`config.mk`:
```
export PLATFORM = sky130hd
export DESIGN_NAME = gcd_lcm_unit
export DESIGN_NICKNAME = d
export VERILOG_FILES = /design/src/rtl/gcl_pkg.sv /design/src/rtl/gcd_lcm_unit.sv /design/src/rtl/gcl_alu.sv
export SDC_FILE = /design/constraint.sdc
export NUM_CORES = 1
export LEC_CHECK = 0
export BUFFER_PORTS_ARGS = -buffer_cell sky130_fd_sc_hd__buf_2
export CAP_MARGIN = 10
export CORE_MARGIN = 2
export CORE_UTILIZATION = 50
export DETAILED_ROUTE_END_ITERATION = 8
export PLACE_DENSITY = 0.67
export SLEW_MARGIN = 20
export SYNTH_ARGS = -nofsm -noshare
export SYNTH_HDL_FRONTEND = slang
export SYNTH_SLANG_ARGS = --single-unit
export TNS_END_PERCENT = 100
```
`constraint.sdc`:
```
create_clock -name clock -period 5.5 [get_ports clock]
set_input_delay 0.55 -clock clock [delete_from_list [all_inputs] [get_ports clock]]
set_output_delay 0.55 -clock clock [all_outputs]
set_load 0.02 [all_outputs]
```
`src/rtl/gcl_pkg.sv`:
```
// Shared types for the GCD / LCM unit: sequencer states and ALU operations.
`default_nettype none
package gcl_pkg;

   typedef enum logic [2:0] {
      ST_IDLE,
      ST_TWOS,
      ST_ODD_A,
      ST_REDUCE,
      ST_SCALE,
      ST_DIVIDE,
      ST_MULTIPLY,
      ST_DONE
   } state_type;

   typedef enum logic {
      ALU_ADD,
      ALU_SUB
   } alu_op_type;

endpackage
`default_nettype wire

```
`src/rtl/gcd_lcm_unit.sv`:
```
// Top level of the GCD / LCM unit: sequencer, operand registers and shared ALU.
// An operand of zero goes straight to the result strobe; else binary GCD (strip common
//   twos, strip the other twos of a, reduce), scale the gcd back up, divide a by the gcd
//   and multiply (a/gcd)*b, then strobe the result.
// Throughput: one item at a time on one 2*OPERAND_WIDTH adder; busy stays high through
//   the strobe cycle. Reset: synchronous, sequencer to idle; results cannot be stalled.
`default_nettype none
module gcd_lcm_unit
   import gcl_pkg::*;
#(
   parameter int OPERAND_WIDTH = 16
) (
   input  wire logic                     clock,
   input  wire logic                     reset,
   input  wire logic                     start,
   output logic                          busy,
   input  wire logic [OPERAND_WIDTH-1:0] req_operand_a,
   input  wire logic [OPERAND_WIDTH-1:0] req_operand_b,
   output logic                          rsp_valid,
   output logic [15:0]                   rsp_gcd_value,
   output logic [31:0]                   rsp_lcm_value
);

   localparam int W     = OPERAND_WIDTH;
   localparam int AW    = 2 * W;
   localparam int CNT_W = $clog2(W);

   // ---------------------------------------------------------------
   // State
   //   a_ff : operand a, later shifted into the quotient a/gcd
   //   b_ff : operand b, shifted out MSB first as the multiplier
   //   x_ff : odd side of the binary GCD, ends holding the gcd
   //   y_ff : other side of the GCD, then the division remainder
   //   k_ff : count of common factors of two
   //   acc_ff : product accumulator, holds the lcm at the end
   // ---------------------------------------------------------------
   state_type          state_ff, state_in;
   logic [W-1:0]       a_ff, a_in;
   logic [W-1:0]       b_ff, b_in;
   logic [W-1:0]       x_ff, x_in;
   logic [W-1:0]       y_ff, y_in;
   logic [CNT_W-1:0]   k_ff, k_in;
   logic [CNT_W-1:0]   cnt_ff, cnt_in;
   logic [AW-1:0]      acc_ff, acc_in;

   // shared ALU
   alu_op_type         alu_op;
   logic [AW-1:0]      alu_lhs;
   logic [AW-1:0]      alu_rhs;
   logic [AW-1:0]      alu_result;
   logic               alu_carry;

   logic               take;
   logic               zero_operand;
   logic [W+31:0]      gcd_wide;
   logic [AW+31:0]     lcm_wide;

   assign take         = start && !busy;
   assign zero_operand = (req_operand_a == '0) || (req_operand_b == '0);

   gcl_alu #(
      .WIDTH (AW)
   ) u_alu (
      .op     (alu_op),
      .lhs    (alu_lhs),
      .rhs    (alu_rhs),
      .result (alu_result),
      .carry  (alu_carry)
   );

   // ---------------------------------------------------------------
   // Next state
   // ---------------------------------------------------------------
   always_comb begin
      state_in = state_ff;
      case (state_ff)
         ST_IDLE: begin
            if (take) begin
               state_in = zero_operand ? ST_DONE : ST_TWOS;
            end
         end
         ST_TWOS: begin
            if (x_ff[0] || y_ff[0]) begin
               state_in = ST_ODD_A;
            end
         end
         ST_ODD_A: begin
            if (x_ff[0]) begin
               state_in = ST_REDUCE;
            end
         end
         ST_REDUCE: begin
            if (y_ff == '0) begin
               state_in = ST_SCALE;
            end
         end
         ST_SCALE: begin
            if (k_ff == '0) begin
               state_in = ST_DIVIDE;
            end
         end
         ST_DIVIDE: begin
            if (cnt_ff == '0) begin
               state_in = ST_MULTIPLY;
            end
         end
         ST_MULTIPLY: begin
            if (cnt_ff == '0) begin
               state_in = ST_DONE;
            end
         end
         ST_DONE: begin
            state_in = ST_IDLE;
         end
         default: begin
            state_in = ST_IDLE;
         end
      endcase
   end

   // ---------------------------------------------------------------
   // Outputs and ALU operand select
   // ---------------------------------------------------------------
   always_comb begin
      busy      = (state_ff != ST_IDLE);
      rsp_valid = (state_ff == ST_DONE);
      alu_op    = ALU_ADD;
      alu_lhs   = '0;
      alu_rhs   = '0;
      case (state_ff)
         ST_REDUCE: begin
            // y - x, both odd
            alu_op  = ALU_SUB;
            alu_lhs = {{W{1'b0}}, y_ff};
            alu_rhs = {{W{1'b0}}, x_ff};
         end
         ST_DIVIDE: begin
            // restoring division: {rem, next dividend bit} - gcd
            alu_op  = ALU_SUB;
            alu_lhs = {{(W-1){1'b0}}, y_ff, a_ff[W-1]};
            alu_rhs = {{W{1'b0}}, x_ff};
         end
         ST_MULTIPLY: begin
            // MSB-first shift and add
            alu_op  = ALU_ADD;
            alu_lhs = {acc_ff[AW-2:0], 1'b0};
            alu_rhs = b_ff[W-1] ? {{W{1'b0}}, a_ff} : '0;
         end
         default: begin
            alu_op  = ALU_ADD;
         end
      endcase
   end

   // ---------------------------------------------------------------
   // Datapath next values
   // ---------------------------------------------------------------
   always_comb begin
      a_in   = a_ff;
      b_in   = b_ff;
      x_in   = x_ff;
      y_in   = y_ff;
      k_in   = k_ff;
      cnt_in = cnt_ff;
      acc_in = acc_ff;
      case (state_ff)
         ST_IDLE: begin
            if (take) begin
               a_in   = req_operand_a;
               b_in   = req_operand_b;
               x_in   = zero_operand ? W'(1) : req_operand_a;
               y_in   = req_operand_b;
               k_in   = '0;
               acc_in = '0;
            end
         end
         ST_TWOS: begin
            // strip factors of two common to both
            if (!x_ff[0] && !y_ff[0]) begin
               x_in = {1'b0, x_ff[W-1:1]};
               y_in = {1'b0, y_ff[W-1:1]};
               k_in = k_ff + CNT_W'(1);
            end
         end
         ST_ODD_A: begin
            if (!x_ff[0]) begin
               x_in = {1'b0, x_ff[W-1:1]};
            end
         end
         ST_REDUCE: begin
            if (y_ff != '0) begin
               if (!y_ff[0]) begin
                  y_in = {1'b0, y_ff[W-1:1]};
               end else if (alu_carry) begin
                  y_in = alu_result[W-1:0];
               end else begin
                  // y < x: swap so the subtract never goes negative
                  x_in = y_ff;
                  y_in = x_ff;
               end
            end
         end
         ST_SCALE: begin
            if (k_ff != '0) begin
               x_in = {x_ff[W-2:0], 1'b0};
               k_in = k_ff - CNT_W'(1);
            end else begin
               y_in   = '0;
               cnt_in = CNT_W'(W - 1);
            end
         end
         ST_DIVIDE: begin
            a_in = {a_ff[W-2:0], alu_carry};
            if (alu_carry) begin
               y_in = alu_result[W-1:0];
            end else begin
               y_in = {y_ff[W-2:0], a_ff[W-1]};
            end
            if (cnt_ff == '0) begin
               cnt_in = CNT_W'(W - 1);
               acc_in = '0;
            end else begin
               cnt_in = cnt_ff - CNT_W'(1);
            end
         end
         ST_MULTIPLY: begin
            acc_in = alu_result;
            b_in   = {b_ff[W-2:0], 1'b0};
            cnt_in = cnt_ff - CNT_W'(1);
         end
         default: begin
            a_in = a_ff;
         end
      endcase
   end

   // ---------------------------------------------------------------
   // Registers
   // ---------------------------------------------------------------
   always_ff @(posedge clock) begin
      if (reset) begin
         state_ff <= ST_IDLE;
      end else begin
         state_ff <= state_in;
      end
   end

   always_ff @(posedge clock) begin
      a_ff   <= a_in;
      b_ff   <= b_in;
      x_ff   <= x_in;
      y_ff   <= y_in;
      k_ff   <= k_in;
      cnt_ff <= cnt_in;
      acc_ff <= acc_in;
   end

   // results taken straight from the working registers, fitted to field widths
   assign gcd_wide      = {32'd0, x_ff};
   assign lcm_wide      = {32'd0, acc_ff};
   assign rsp_gcd_value = gcd_wide[15:0];
   assign rsp_lcm_value = lcm_wide[31:0];

   // ---------------------------------------------------------------
   // Assertions
   // ---------------------------------------------------------------
   a_strobe_one_cycle: assert property (@(posedge clock) disable iff (reset)
      rsp_valid |=> !rsp_valid)
      else $error("result strobe held longer than one cycle");

   a_idle_after_result: assert property (@(posedge clock) disable iff (reset)
      rsp_valid |=> !busy)
      else $error("unit still busy after delivering a result");

   a_busy_after_take: assert property (@(posedge clock) disable iff (reset)
      (start && !busy) |=> busy)
      else $error("transfer accepted but unit not busy");

   a_gcd_nonzero: assert property (@(posedge clock) disable iff (reset)
      (state_ff == ST_DIVIDE) |-> (x_ff != '0))
      else $error("divide step entered with zero gcd");

endmodule
`default_nettype wire

```
`src/rtl/gcl_alu.sv`:
```
// Shared adder/subtractor used by the reduce, divide and multiply steps of the GCD / LCM sequencer.
`default_nettype none
module gcl_alu
   import gcl_pkg::*;
#(
   parameter int WIDTH = 32
) (
   input  alu_op_type       op,
   input  logic [WIDTH-1:0] lhs,
   input  logic [WIDTH-1:0] rhs,
   output logic [WIDTH-1:0] result,
   output logic             carry
);

   logic             is_sub;
   logic [WIDTH-1:0] rhs_eff;

   assign is_sub  = (op == ALU_SUB);
   assign rhs_eff = is_sub ? ~rhs : rhs;

   // On subtract, carry high means no borrow (lhs >= rhs).
   assign {carry, result} = {1'b0, lhs} + {1'b0, rhs_eff} + {{WIDTH{1'b0}}, is_sub};

endmodule
`default_nettype wire

```
Word-level counts from Yosys, hierarchy flattened
Cells that the tools add are included.
{"block": "totals", "out_inout_bits": 50, "ff_bits": 107, "word_cells": 113}
{"block": "op_classes", "n_mux": 44, "n_eq_ne": 21, "n_addsub": 5, "reduce_logical": 33, "n_bitwise": 1}
{"op": "$mux W16", "count": 17}
{"op": "$pmux W32 S3", "count": 2}
{"op": "$pmux W16 S5", "count": 2}
{"op": "$mux W32", "count": 3}
{"op": "$pmux W16 S2", "count": 3}
{"op": "$logic_not A16 Y1", "count": 3}
{"op": "$add A32 B32 Y33", "count": 1}
{"op": "$add A33 B1 Y33", "count": 1}
{"op": "$not A16 Y32", "count": 1}
{"op": "$ne A2 B2 Y1 const B", "count": 14}
{"op": "$mux W3", "count": 8}
{"op": "$pmux W3 S8", "count": 1}
{"op": "$pmux W4 S3", "count": 2}
{"op": "$mux W4", "count": 5}
{"op": "$reduce_bool A16 Y1", "count": 1}
{"op": "$reduce_and A7 Y1", "count": 2}
{"op": "$eq A3 B3 Y1 const B", "count": 4}
{"op": "$reduce_bool A3 Y1", "count": 4}
{"op": "$reduce_bool A5 Y1", "count": 2}
{"op": "$logic_not A4 Y1", "count": 2}
{"op": "$reduce_and A8 Y1", "count": 1}
{"op": "$sub A4 B1 Y4 const B", "count": 2}
{"op": "$eq A3 B2 Y1 const B", "count": 2}
{"op": "$reduce_and A2 Y1", "count": 3}
{"op": "other kinds (13)", "count": 18}

Longest topological paths before layout
{"block": "depth", "depth_word": 11, "ltp_mapped": 20}

Modules after synthesis
From an unflattened synthesis, not the netlist that was laid out.
{"block": "hier_totals", "hier_cells": 832, "area_unflattened_um2": 8041.5}
{"mod": "gcd_lcm_unit", "cells_each": 575, "area_each_um2": 6124.6, "n_inst": 1}
{"mod": "gcl_alu", "cells_each": 257, "area_each_um2": 1916.8, "n_inst": 1}

Worst setup path after synthesis
No wires, ideal clock.
{"block": "synth_timing", "path_type": "register to register", "start": "register state_ff[0]", "end": "register x_ff[10] (netlist: rsp_gcd_value[10]), enable pin", "t_arrival_ns": 3.839, "setup_ns": 0.369, "path_stages_with_launch": 17, "t_required_ns": 5.131, "path_buffers": 4, "slack_ns": 1.292, "period_less_slack_ns": 4.208, "path_cell_list": "dfxtp_1 clkbuf_1 nand2_1 nor2_1 clkbuf_1 clkbuf_1 a22o_1 ha_1 a21oi_1 o21ai_1 a2111o_1 o2111a_2 o211ai_2 buf_6 nand2_2 a211oi_2 o21a_1"}
{"block": "synth_via", "elab_chain_len": 9, "elab_cells_between_ends": 27, "cone_classes": "add/sub (2); eq/ne (13); mux (4); bitwise (1); reduce/logical (7)"}
{"element": "start: declaration", "line": "gcd_lcm_unit.sv:37", "source": "state_type state_ff, state_in;"}
{"element": "start signal: assignment", "line": "gcd_lcm_unit.sv:244", "source": "state_ff <= state_in;"}
{"element": "$eq A3 B3 Y1 / $eq A3 B2 Y1 (equally long branches)", "line": "gcd_lcm_unit.sv:130, gcd_lcm_unit.sv:166"}
{"element": "$reduce_or A2 Y1 (no line)"}
{"element": "$pmux W16 S2", "line": "gcd_lcm_unit.sv:130", "source": "case (state_ff)"}
{"element": "$not A16 Y32", "line": "gcl_alu.sv:19", "source": "assign rhs_eff = is_sub ? ~rhs : rhs;"}
{"element": "$mux W32", "line": "gcl_alu.sv:19"}
{"element": "$add A32 B32 Y33", "line": "gcl_alu.sv:22", "source": "assign {carry, result} = {1'b0, lhs} + {1'b0, rhs_eff} + {{WIDTH{1'b0}}, is_sub};"}
{"element": "$add A33 B1 Y33", "line": "gcl_alu.sv:22"}
{"element": "$ne A2 B2 Y1 (no line)"}
{"element": "$reduce_and A8 Y1 (no line) (*)"}
{"element": "end signal: assignment", "line": "gcd_lcm_unit.sv:251", "source": "x_ff <= x_in;"}
{"element": "end: declaration", "line": "gcd_lcm_unit.sv:40", "source": "logic [W-1:0] x_ff, x_in;"}
Every way passes the cells marked *; elsewhere a longest branch is shown, timed or not.
A chain may end at the register's enable or synchronous reset.

Worst setup path in the final report
{"block": "layout_timing", "start": "register state_ff[1]", "end": "register y_ff[0] (data pin)"}
{"block": "layout_via", "elab_chain_len": 11, "elab_cells_between_ends": 19, "cone_classes": "add/sub (2); eq/ne (5); mux (9); bitwise (1); reduce/logical (2)"}
{"element": "$eq A3 B3 Y1 / $eq A3 B2 Y1 (equally long branches)", "line": "gcd_lcm_unit.sv:130, gcd_lcm_unit.sv:166"}
{"element": "$reduce_or A2 Y1 (no line)"}
{"element": "$pmux W16 S2", "line": "gcd_lcm_unit.sv:130"}
{"element": "$not A16 Y32", "line": "gcl_alu.sv:19"}
{"element": "$mux W32", "line": "gcl_alu.sv:19"}
{"element": "$add A32 B32 Y33", "line": "gcl_alu.sv:22"}
{"element": "$add A33 B1 Y33", "line": "gcl_alu.sv:22"}
{"element": "$mux W16", "line": "gcd_lcm_unit.sv:194", "source": "end else if (alu_carry) begin"}
{"element": "$mux W16", "line": "gcd_lcm_unit.sv:192", "source": "if (!y_ff[0]) begin"}
{"element": "$mux W16", "line": "gcd_lcm_unit.sv:191", "source": "if (y_ff != '0) begin"}
{"element": "$pmux W16 S5 (*)", "line": "gcd_lcm_unit.sv:166", "source": "case (state_ff)"}
{"element": "named net y_in[0]", "line": "gcd_lcm_unit.sv:41", "source": "logic [W-1:0] y_ff, y_in;"}
{"element": "end signal: assignment", "line": "gcd_lcm_unit.sv:252", "source": "y_ff <= y_in;"}
{"element": "end: declaration", "line": "gcd_lcm_unit.sv:41"}
The timed path passes the listed nets; every way through them passes the cells marked *. The select of a mux whose other input is x is not followed.

==> summary.txt <==
Routing
  • Final ANT Viol Nets: 0
  • WL/cell: 20.3 um
  • Total wire length: 22.9 mm
  • DR vias: 7075
  • DR vias/cell: 6.27
  • Initial DRC Count: 925
  • Initial DRT Pass Iterations: 9
  • DRC: 8

Final layout
  • Antenna diodes: 0
  • Area of the multi-input gates: 4290 um2
  • Share of cells above drive strength 1: 14.7%
  • Filler cells: 1398
  • Final core utilization: 56.9%
  • Commonest non-fill, non-tap cell in the layout: nand2_1
  • Register area: 3180 um2
  • Nets: 1007
  • Fin area: 8650 um2
  • Area Growth Syn to Fin: 11.2%
  • Commonest non-fill, non-tap cells in the layout: 175 x nand2_1, 104 x edfxtp_1, 84 x buf_2

STA
  • Hold WS: 373 ps
  • Slew Viols, Final: 0
  • Slew of the pin with the lowest slew margin: 1050 ps
  • Final Cycle Share: 86.5%
  • Final Setup Violations: 0
  • Relative slew slack: 30.0%
  • Setup_tns: 0 ps
  • Max Fclk: 210 MHz
  • RSZ-0062 raised after global routing: no
  • Hold Fails Final Rpt: 0
  • Minimum clock period: 4760 ps
  • Final setup skew: 9.00 ps

Min path
  • Worst Hold Class: in -> reg
  • End of the worst hold path: state_ff[2]
  • Hold Startpoint: reset
  • Worst hold path depth: 2

CTS
  • Worst-path clk slew: 70 ps
  • Htree depth: 3
  • CTS hold repair buffers: 0
  • Num CTS Buffers: 9
  • TritonCTS Sinks: 107
  • Post-CTS Resized: 0
  • Clock Tree Buf Depth: 2
  • CTS tree: built
  • Worst-Skew Late Latency: 360 ps
  • Clock Root Buffer: clkbuf_16
  • Post-CTS setup buffers: 0

Run status
  • Status: finished, violations left
  • Violated checks: design-rule violations

Place
  • Port bufs: 84
  • RePlAce Congestion: 0.929
  • Placed inst area: 8340 um2
  • Post-DP HPWL: 17.0 mm

Global routing
  • All-Layer GR Usage: 28.3%
  • Largest net degree at the start of global routing: 39
  • Initial antenna violation count: 0
  • First-pass GRT wire length: 36.3 mm
  • Vias in the first global route: 6651
  • Overflow after GRT: 0

Die
  • Cell Rows: 45
  • Starting Density: 51.2%
  • Die Ht: 129 um
  • Die ar.: 16600 um2
  • Die Width: 129 um
  • Core footprint: 15200 um2
  • Io pins: 85

Power
  • Total Power: 4260 uW
  • Total leakage power: 0.00370 uW
  • Pwr Density: 492 nW/um2
  • Maximum vdd drop: 0.236 mV

Logic synthesis
  • Cells after Synth: 879
  • Post-synthesis sequential area ratio: 40.9%
  • Ys flop type: edfxtp_1
  • Post-synthesis net count: 951
  • Synthesized area per cell: 8.85 um2
  • Cell Area, Synth: 7780 um2
  • Seq cells post-synth: 107
  • Post-synth EDFFs: 104
  • Syn. warnings: 0
  • Synth cell types: 73
  • Asr flop ratio synth: 0%

Setup path
  • RR Endpoint: y_ff[0]
  • CP Max Fanout: 29
  • Worst reg2reg setup slack: 740 ps
  • WS Path Type: reg -> reg
  • Startpoint type of the worst setup path: register
  • Worst Reg-to-Reg Cells: 14
  • Crit path DAT: 4860 ps
  • Worst r2r src: state_ff[1]
  • Setup crit end kind: register
  • Critical Path RT: 5610 ps

Job
  • MaxCap Viol Count: 0
[stage by stage]
stage,instances,setup slack [ps]
floorplan,879,1290
global placement,1112,884
detailed placement,1112,766
CTS,1128,750
global route,1128,298
finish,1128,744
[report_power, final]
group	switching (uW)	total, uW	internal (uW)	leakage, uW
Sequential	406	1770	1360	0.00103
Clock	325	687	362	0.000151
Combinational	1180	1800	623	0.00251
Total	1910	4260	2350	0.00370
[cell usage after synthesis, types with 9 or more instances]
cell type	count	share of area [%]
and2_1	12	0.96
a222oi_1	14	1.8
a21oi_1	65	4.2
nor4_1	15	1.2
xor2_1	15	1.7
o21ai_0	56	3.6
nand2_1	175	8.4
nand3_1	15	0.96
a21o_1	19	1.8
clkbuf_1	43	2.1
edfxtp_1	104	40
inv_1	25	1.2
xnor2_1	11	1.2
nor2_1	49	2.4
nand2b_1	10	0.80
nor2b_1	9	0.72
ha_1	35	5.6
a22o_1	31	3.5
and3_1	38	3.1
nor3_1	12	0.77
[how the worst max path moves through the flow]
stage	slack, ps	to	startpoint
6_report	740	y_ff[0]	state_ff[1]
5_1_grt	300	rsp_gcd_value[6]	state_ff[1]
4_1_cts	750	rsp_gcd_value[6]	state_ff[1]
3_5_place_dp	770	rsp_gcd_value[15]	state_ff[1]
3_3_place_gp	880	rsp_gcd_value[15]	state_ff[1]
2_1_floorplan	1290	rsp_gcd_value[10]	state_ff[0]
[registers in the layout, indices dropped and copies added, names as in the netlist]
register	cells
state_ff	3
cnt_ff	4
b_ff	16
k_ff	4
y_ff	16
rsp_lcm_value	32
rsp_gcd_value	16
a_ff	16
[final cells by class]
class	count	area share, %
well taps	188	2.72
flip-flops and latches	107	36.8
repair buffers	100	6.25
clock inverters	7	0.926
multi-input cells	692	49.6
inverters	25	1.08
clock buffers	9	2.60
[kinds of logic after synthesis]
logic type | share of synthesized area [%]
compound gates | 24.2
xor+xnor | 2.93
fa+ha+maj | 6.27
buf+inv | 4.12
flops | 40.9
mux | 0.531
simple gates | 21.0
[worst max-delay path: stages, from the launching register on]
cell and delay, ps:
dfxtp_1 760, nand2b_1 270, a21bo_2 350, inv_1 370, buf_4 230, ha_1 300, a21oi_1 210, o21ai_1 160
a221o_1 340, a21oi_2 240, buf_4 340, inv_1 190, nor2_4 290, a211oi_1 120, o32a_1 350
[per-layer routing]
layer / global-route usage [%] / part of all wire (%)
met3: 5.11 / 8.9
met1: 40.3 / 43
met2: 43.0 / 45
met5: 0 / 0
met4: 11.0 / 3.1
Power figures use the tool's default switching activity.
